**src/sv/smaf_pkg.sv**
```systemverilog
// ----------------------------------------------------------------------------
// smaf_pkg
// Shared types and constants of the sliding median filter.
// ----------------------------------------------------------------------------
package smaf_pkg;

  // Result field widths
  localparam int unsigned MEDIAN_W = 10;
  localparam int unsigned VOLT_W   = 23;

  // Millivolt full scale, result is in 1/1024 mV
  localparam int unsigned          MV_W          = 13;
  localparam logic [MV_W-1:0]      MV_FULL_SCALE = 13'd5000;

  typedef enum logic [2:0] {
    ST_IDLE,
    ST_DEL,
    ST_INS,
    ST_MED,
    ST_OUT
  } smaf_state_e;

  typedef struct packed {
    logic busy;      // request side stalled
    logic take;      // latch incoming sample
    logic del_en;    // remove oldest sample from sorted chain
    logic ins_en;    // insert new sample into sorted chain
    logic med_en;    // register median of middle pair
    logic out_load;  // load result register
  } smaf_ctrl_t;

endpackage

```
**src/sv/sliding_median_adc_filter_core.sv**
```systemverilog
// ----------------------------------------------------------------------------
// sliding_median_adc_filter_core
// Running median of the last WINDOW converter samples, with millivolt scaling.
// ----------------------------------------------------------------------------
// A request is taken only while idle, and the next one waits until it is done:
// accept, then drop the oldest sample from the sorted cell chain, insert the
// new one, add the two middle cells, and multiply into the result register.
// The result load waits while the previous result is still stalled. The window
// starts as WINDOW zeros, which count toward the median until replaced. No
// clearing pass is needed.
module sliding_median_adc_filter_core #(
  parameter int unsigned WINDOW      = 30,
  parameter int unsigned SAMPLE_BITS = 10
) (
  input  logic                           clk_i,
  input  logic                           rst_ni,
  input  logic                           in_valid_i,
  output logic                           in_stall_o,
  input  logic [SAMPLE_BITS-1:0]         sample_i,
  output logic                           out_valid_o,
  input  logic                           out_stall_i,
  output logic [smaf_pkg::MEDIAN_W-1:0]  median_code_o,
  output logic [smaf_pkg::VOLT_W-1:0]    voltage_scaled_o
);

  import smaf_pkg::*;

  localparam int unsigned HI_RANK = WINDOW / 2;
  localparam int unsigned LO_RANK = (WINDOW % 2 == 0) ? WINDOW / 2 - 1 : WINDOW / 2;
  localparam int unsigned PROD_W  = SAMPLE_BITS + MV_W;

  smaf_ctrl_t ctrl;
  logic       slot_free;

  logic [SAMPLE_BITS-1:0] sample_q;
  logic [SAMPLE_BITS-1:0] age_q [WINDOW];
  logic [SAMPLE_BITS-1:0] old_val;

  logic [SAMPLE_BITS-1:0] cell_val  [WINDOW];
  logic                   cell_gt   [WINDOW];
  logic [SAMPLE_BITS-1:0] left_val  [WINDOW];
  logic                   left_gt   [WINDOW];
  logic [SAMPLE_BITS-1:0] right_val [WINDOW];
  logic                   self_top  [WINDOW];

  logic [SAMPLE_BITS:0]   mid_sum;
  logic [SAMPLE_BITS-1:0] med_q;
  logic [PROD_W-1:0]      prod;

  logic                   out_valid_q;
  logic [MEDIAN_W-1:0]    median_q;
  logic [VOLT_W-1:0]      volt_q;

  assign slot_free  = ~out_valid_q | ~out_stall_i;
  assign in_stall_o = ctrl.busy;

  smaf_ctrl u_ctrl (
    .clk_i       (clk_i),
    .rst_ni      (rst_ni),
    .in_valid_i  (in_valid_i),
    .slot_free_i (slot_free),
    .ctrl_o      (ctrl)
  );

  always_ff @(posedge clk_i) begin
    if (ctrl.take) begin
      sample_q <= sample_i;
    end
  end

  // arrival-order line: oldest sample falls out of the last tap
  always_ff @(posedge clk_i or negedge rst_ni) begin
    if (!rst_ni) begin
      for (int k = 0; k < WINDOW; k++) begin
        age_q[k] <= '0;
      end
    end else if (ctrl.del_en) begin
      age_q[0] <= sample_q;
      for (int k = 1; k < WINDOW; k++) begin
        age_q[k] <= age_q[k-1];
      end
    end
  end

  assign old_val = age_q[WINDOW-1];

  for (genvar k = 0; k < WINDOW; k++) begin : g_cell
    if (k == 0) begin : g_first
      assign left_val[k] = '0;
      assign left_gt[k]  = 1'b0;
    end else begin : g_mid_l
      assign left_val[k] = cell_val[k-1];
      assign left_gt[k]  = cell_gt[k-1];
    end
    if (k == WINDOW - 1) begin : g_last
      assign right_val[k] = sample_q;
      assign self_top[k]  = 1'b1;
    end else begin : g_mid_r
      assign right_val[k] = cell_val[k+1];
      assign self_top[k]  = 1'b0;
    end

    smaf_sort_cell #(
      .SAMPLE_BITS (SAMPLE_BITS)
    ) u_cell (
      .clk_i       (clk_i),
      .rst_ni      (rst_ni),
      .del_en_i    (ctrl.del_en),
      .ins_en_i    (ctrl.ins_en),
      .old_i       (old_val),
      .new_i       (sample_q),
      .left_val_i  (left_val[k]),
      .left_gt_i   (left_gt[k]),
      .right_val_i (right_val[k]),
      .self_top_i  (self_top[k]),
      .val_o       (cell_val[k]),
      .gt_o        (cell_gt[k])
    );
  end

  // floor of the middle-pair mean; odd windows use the same cell twice
  assign mid_sum = {1'b0, cell_val[LO_RANK]} + {1'b0, cell_val[HI_RANK]};

  always_ff @(posedge clk_i) begin
    if (ctrl.med_en) begin
      med_q <= mid_sum[SAMPLE_BITS:1];
    end
  end

  assign prod = PROD_W'(med_q) * PROD_W'(MV_FULL_SCALE);

  always_ff @(posedge clk_i or negedge rst_ni) begin
    if (!rst_ni) begin
      out_valid_q <= 1'b0;
    end else if (ctrl.out_load) begin
      out_valid_q <= 1'b1;
    end else if (!out_stall_i) begin
      out_valid_q <= 1'b0;
    end
  end

  always_ff @(posedge clk_i) begin
    if (ctrl.out_load) begin
      median_q <= MEDIAN_W'(med_q);
      volt_q   <= VOLT_W'(prod);
    end
  end

  assign out_valid_o      = out_valid_q;
  assign median_code_o    = median_q;
  assign voltage_scaled_o = volt_q;

endmodule

```
**src/sv/smaf_sort_cell.sv**
```systemverilog
// ----------------------------------------------------------------------------
// smaf_sort_cell
// One position of the sorted sample chain. Deletes by shifting down from the
// right neighbor, inserts by shifting up from the left neighbor.
// ----------------------------------------------------------------------------
module smaf_sort_cell #(
  parameter int unsigned SAMPLE_BITS = 10
) (
  input  logic                   clk_i,
  input  logic                   rst_ni,
  input  logic                   del_en_i,
  input  logic                   ins_en_i,
  input  logic [SAMPLE_BITS-1:0] old_i,
  input  logic [SAMPLE_BITS-1:0] new_i,
  input  logic [SAMPLE_BITS-1:0] left_val_i,
  input  logic                   left_gt_i,
  input  logic [SAMPLE_BITS-1:0] right_val_i,
  input  logic                   self_top_i,
  output logic [SAMPLE_BITS-1:0] val_o,
  output logic                   gt_o
);

  logic [SAMPLE_BITS-1:0] val_q, val_d;
  logic                   own_gt;

  assign gt_o   = (val_q > new_i);
  // top cell holds a vacated slot after delete and acts as +infinity
  assign own_gt = self_top_i | gt_o;
  assign val_o  = val_q;

  always_comb begin
    val_d = val_q;
    if (del_en_i) begin
      // sorted order: every cell at or above the first match of old shifts down
      if (val_q >= old_i) begin
        val_d = right_val_i;
      end
    end else if (ins_en_i) begin
      priority if (left_gt_i) begin
        val_d = left_val_i;
      end else if (own_gt) begin
        val_d = new_i;
      end else begin
        // below the insertion point: keep
        val_d = val_q;
      end
    end
  end

  always_ff @(posedge clk_i or negedge rst_ni) begin
    if (!rst_ni) begin
      val_q <= '0;
    end else begin
      val_q <= val_d;
    end
  end

endmodule

```
**src/sv/smaf_ctrl.sv**
```systemverilog
// ----------------------------------------------------------------------------
// smaf_ctrl
// Sequencer: accept, delete oldest, insert newest, median, result load.
// ----------------------------------------------------------------------------
module smaf_ctrl (
  input  logic                clk_i,
  input  logic                rst_ni,
  input  logic                in_valid_i,
  input  logic                slot_free_i,
  output smaf_pkg::smaf_ctrl_t ctrl_o
);

  import smaf_pkg::*;

  smaf_state_e state_q, state_d;

  always_comb begin
    state_d = state_q;
    unique case (state_q)
      ST_IDLE: if (in_valid_i) state_d = ST_DEL;
      ST_DEL:  state_d = ST_INS;
      ST_INS:  state_d = ST_MED;
      ST_MED:  state_d = ST_OUT;
      ST_OUT:  if (slot_free_i) state_d = ST_IDLE;
      default: state_d = ST_IDLE;
    endcase
  end

  always_comb begin
    ctrl_o          = '0;
    ctrl_o.busy     = (state_q != ST_IDLE);
    ctrl_o.take     = (state_q == ST_IDLE) & in_valid_i;
    ctrl_o.del_en   = (state_q == ST_DEL);
    ctrl_o.ins_en   = (state_q == ST_INS);
    ctrl_o.med_en   = (state_q == ST_MED);
    ctrl_o.out_load = (state_q == ST_OUT) & slot_free_i;
  end

  always_ff @(posedge clk_i or negedge rst_ni) begin
    if (!rst_ni) begin
      state_q <= ST_IDLE;
    end else begin
      state_q <= state_d;
    end
  end

endmodule

```
**config.mk**
```make
export PLATFORM = sky130hd
export DESIGN_NAME = sliding_median_adc_filter_core
export DESIGN_NICKNAME = d
export VERILOG_FILES = /design/src/sv/smaf_pkg.sv /design/src/sv/sliding_median_adc_filter_core.sv /design/src/sv/smaf_sort_cell.sv /design/src/sv/smaf_ctrl.sv
export SDC_FILE = /design/constraint.sdc
export NUM_CORES = 2
export LEC_CHECK = 0
export BUFFER_PORTS_ARGS = -buffer_cell sky130_fd_sc_hd__buf_2
export CAP_MARGIN = 5
export CORE_ASPECT_RATIO = 0.8
export CORE_MARGIN = 2
export CORE_UTILIZATION = 45
export DETAILED_ROUTE_END_ITERATION = 10
export GPL_ROUTABILITY_DRIVEN = 1
export SETUP_SLACK_MARGIN = 0.02
export SLEW_MARGIN = 15
export SYNTH_ARGS = -nofsm -noshare
export SYNTH_HDL_FRONTEND = slang
export SYNTH_SLANG_ARGS = --single-unit
```
**constraint.sdc**
```tcl
create_clock -name clk_i -period 4.2 [get_ports clk_i]
set_clock_uncertainty 0.1 [all_clocks]
set_input_delay 0.63 -clock clk_i [delete_from_list [all_inputs] [get_ports clk_i]]
set_output_delay 0.63 -clock clk_i [all_outputs]
set_load 0.05 [all_outputs]
```
# Yosys cells after proc, flatten, opt, wreduce, memory -nomap -nowiden
# Cells that the tools add are included.
# totals
register_bits,654
inputBits,14
word_cells,385
# classes
addsub,1
n_mul,1
n_lt_le_gt_ge,59
eq_ne,37
n_mux,153
n_bitwise,5
reduce_logical,63
# ops
cell,n
10-bit 2-to-1 mux,148
10-bit >= comparator,30
10-bit greater-than comparator,29
3-bit AND reduction,29
3-bit nonzero test,29
2-bit by 1-bit inequality test with 1-bit output (second input constant),31
10-bit by 10-bit multiplier with 20-bit output (second input constant),1
3-bit case mux with 5 select lines,1
10-bit by 10-bit adder with 11-bit output,1
3-bit by 2-bit == test with 1-bit output (second input constant),2
3-bit 2-to-1 mux,2
2-bit inequality test (second input constant),2
2-bit AND reduction,2
2-bit nonzero test,2
3-bit by 1-bit == test with 1-bit output (second input constant),1
3-bit == test (second input constant),1
3-bit logical NOT,1
1-bit AND,2
1-bit 2-to-1 mux,2
1-bit inverter,2
1-bit bitwise OR,1

# Logic depth before layout (Yosys ltp)
# depth
ltp_word,5
depth_mapped,17

# Hierarchy
# A second synthesis with hierarchy kept.
# unflattened
hier_cells,4810
hier_area_um2,48029.8
# modules_own_cells
mod,instances,cells_per_inst,area_per_inst_um2
smaf_sort_cell,30,129,1109.8
sliding_median_adc_filter_core,1,924,14569.0
smaf_ctrl,1,16,166.4

# Worst setup path before layout
# Ideal clock, no wire load.
# synth_path
kind,register -> register
from,reg med_q[4]
to,reg volt_q[22] (netlist: voltage_scaled_o[22]) (data pin)
arrival_time_ns,3.719
required_time_ns,3.831
setup_slack_ns,0.113
stages_incl_launch_ff,17
synth_period_minus_slack_ns,4.087
cell_sequence,edfxtp_1 inv_1 fa_1 inv_1 ha_1 inv_1 fa_1 inv_1 ha_1 ha_1 ha_1 nand2_1 o211ai_1 a21o_1 a21oi_1 o31ai_1 xor2_1
# synth_via
elab_chain_len,1
# synth_lines
element,line,source
"start, declared",sliding_median_adc_filter_core.sv:47,logic [SAMPLE_BITS-1:0] med_q;
"start signal, assigned",sliding_median_adc_filter_core.sv:126,med_q <= mid_sum[SAMPLE_BITS:1];
10-bit by 10-bit multiplier with 20-bit output,sliding_median_adc_filter_core.sv:130,assign prod = PROD_W'(med_q) * PROD_W'(MV_FULL_SCALE);
named net prod[22],sliding_median_adc_filter_core.sv:48,logic [PROD_W-1:0] prod;
"end signal, assigned",sliding_median_adc_filter_core.sv:145,volt_q <= VOLT_W'(prod);
"end, declared",sliding_median_adc_filter_core.sv:52,logic [VOLT_W-1:0] volt_q;
# The timed path passes the listed nets, and every way through them passes these cells.
# A chain may end at the register's enable or synchronous reset.

# Final worst setup path
# layout_path
from,reg med_q[5]
to,reg volt_q[20] (netlist: voltage_scaled_o[20]) (data pin)
# The elaborated chain is that of the path after synthesis.

==> run metrics <==
clk_lat worst skew 0.66 ns; antenna violations before repair 3; Total Wirelength 128,000 um; status complete, no violations; GRT Resource Usage Total 0.254; worst hold slack 0.0585 ns; Layout Nets around 5,400; CP Launch Type register; share of cells above drive strength 1 0.134; Area growth syn-to-layout 11.3%; height of the die 285 um; Adder-Cell Fraction of Synth Area 0.191; final instance area 49,600 um^2; Seq/Total Area, Yosys 0.370; TritonCTS Buffers 74; #FFs+latches synth between 600 and 700; hold_sp sample_i[4]; Max Slew Vio Count 0; EDFF count, synth 46; DR vias 34,598; Most common cell on crit path ha_4; Mapped Cells 4,659; main combinational cell family by area after synthesis adder cells; I/O Buffers 45; GPL Wtd Cong approximately 0.88; worst reg2reg setup slack 0.17 ns; Hold Path Cell Cnt 1; Required @ worst endpoint 4.50 ns; most frequent cells in the layout 1,212 x nand2_1, 641 x ha_1, 603 x dfrtp_1, 373 x o21ai_0, 280 x mux2i_1; initial cell density of the core 0.453; vias per inst 5.68; Endpoint, Worst Hold sample_q[4]; crit-path max cell delay around 0.5 ns; CTS tree done; Synth Warn # 0; Reg2Reg Launch Point med_q[5]; class of the worst hold path in2reg; # IOs 49; RSZ-0062 raised after global routing yes; Horiz. Die Dim 356 um; pin count of the biggest net entering global routing around 150; WP data arrival 4.33 ns; Worst-Margin Slew 1.12 ns; ANT nets after route 0; CP max-delay cell fa_1; drt wl/cell 21.1 um; CTS root buffer clkbuf_16; Post-DP Area 46,800 um^2; fin crit period approximately 4 ns; complex-gate fraction of the synthesized area 0.122; Final Hold Vio Count 0; worst-path cell chain buf_6 -> fa_1 -> ha_1 -> ha_4 -> ha_4 -> inv_2 -> fa_1 -> inv_2 -> ha_4 -> nand2_2 -> o211ai_1 -> a21oi_2 -> o211ai_1 -> a21oi_2 -> xnor2_1; Mean Syn Cell Area 9.56 um^2; Rel. slew slack 0.253; CTS sink count 650; Cell Area, Synth 44,500 um^2; Iteration-0 DRC Markers 3,307; most common cell after layout, fill and taps aside nand2_1; Core Region between 90,000 and 100,000 um^2; Synth Area in XOR/XNOR 0.00413; Final setup viols 0; number of distinct library cells after synthesis 77; first-pass GRT wire length about 200,000 um; vias in the first global route 34,112; Tcrit/Tclk final 0.960; TritonRoute pass-1 iters 7; Critical Path Sink Type register; Max FO, Critical Path 3; mux share of post-synthesis cell area 0.138; ys async rst share 0.929; DP HPWL 85,900 um; setup slack at placement between 0.02 and 0.03 ns; Worst Reg2Reg Path Length in Cells 15; Reg clk slew, reported paths 0.06 ns; htree depth 3; Achievable Freq 0.248 GHz; num rows 103; Clock Tree Buf Depth 3; PnR worst setup slack 0.170 ns; reg2reg end voltage_scaled_o[20]; worst setup path class reg2reg; Max Cap Violations 0; global route overflow 0; Top FF cell, synth dfrtp_1; Synth Area in Simple Gates 0.140; DIE AREA 102,000 um^2; setup TNS 0 ns; DRC 0
[stage by stage]
step	instances	util
6_report	6088	0.504
3_3_place_gp	5946	0.476
5_1_grt	6084	0.504
3_5_place_dp	5946	0.476
4_1_cts	6082	0.502
2_1_floorplan	4661	-
[Yosys cell counts, types with 38 or more instances]
master	count	share of area
nand2_1	1213	0.10
ha_1	651	0.18
edfxtp_1	46	0.031
a21o_1	81	0.014
mux2_1	49	0.012
a211oi_1	49	0.0083
nor3_1	38	0.0043
a21oi_1	168	0.019
dfrtp_1	604	0.34
o21ai_0	376	0.042
buf_2	110	0.012
clkbuf_1	95	0.0080
mux2i_1	280	0.063
nor2_1	77	0.0065
inv_1	139	0.012
mux2_2	248	0.063
nand2b_1	42	0.0059
nand4_1	44	0.0062
[worst max path at each step]
stage	to	cells after the start	startpoint	slack [ns]
4_1_cts	voltage_scaled_o[22]	16	med_q[5]	0.02
2_1_floorplan	voltage_scaled_o[22]	16	med_q[4]	0.11
5_1_grt	voltage_scaled_o[21]	17	med_q[6]	-0.01
6_report	voltage_scaled_o[20]	15	med_q[5]	0.17
3_5_place_dp	voltage_scaled_o[22]	16	med_q[5]	0.03
3_3_place_gp	voltage_scaled_o[22]	16	med_q[5]	0.06
[registers in the layout (all words and copies together), names as in the netlist]
name                 count
old_val                 10
sample_q                10
voltage_scaled_o        16
g_cell.u_cell.val_o    300
out_valid_o              1
u_ctrl.state_q           3
med_q                   10
age_q                  290
median_code_o           10
[cells by family after synthesis]
group / Yosys count
mux: 577
simple gates: 1519
xor+xnor: 21
fa+ha+maj: 669
flops: 650
other cells: 1
compound gates: 860
buf+inv: 362
[final cells by class]
cell class	instances	area, um^2
fillers	9185	48800
clock inverters	32	413
repair buffers	198	1680
inverters	140	526
diodes	4	10.0
well taps	1312	1640
flip-flops and latches	650	16500
multi-input cells	3649	26700
clock buffers	103	2130
[routing by layer]
layer,GRT usage,up-vias,share of wire
met1,0.389,16752,0.50
met5,0,-,0.0013
met3,0.0484,208,0.073
met4,0.0730,4,0.028
met2,0.359,1012,0.40
li1,-,16622,-
[worst max-delay path: cells and delay by family (launching register included)]
kind | cells | cell delay [ns]
buf+inv | 3 | 0.24
xor+xnor | 1 | 0.13
fa+ha+maj | 6 | 2.09
compound gates | 4 | 0.74
simple gates | 1 | 0.04
flops | 1 | 0.44
[what timing repair did]
| action | CTS | global route |
|---|---|---|
| hold buffers | 1 | 0 |
| setup endpoints to repair | 2 | 7 |
| endpoints found under the hold margin | 35 | 0 |
| pin swaps | 0 | 9 |
| gates resized for setup | 1 | 26 |
| setup buffers | 0 | 2 |
Power is left out: the tool's default activity adds up to more than one toggle a clock period on the data nets, which glitch-free logic cannot reach.
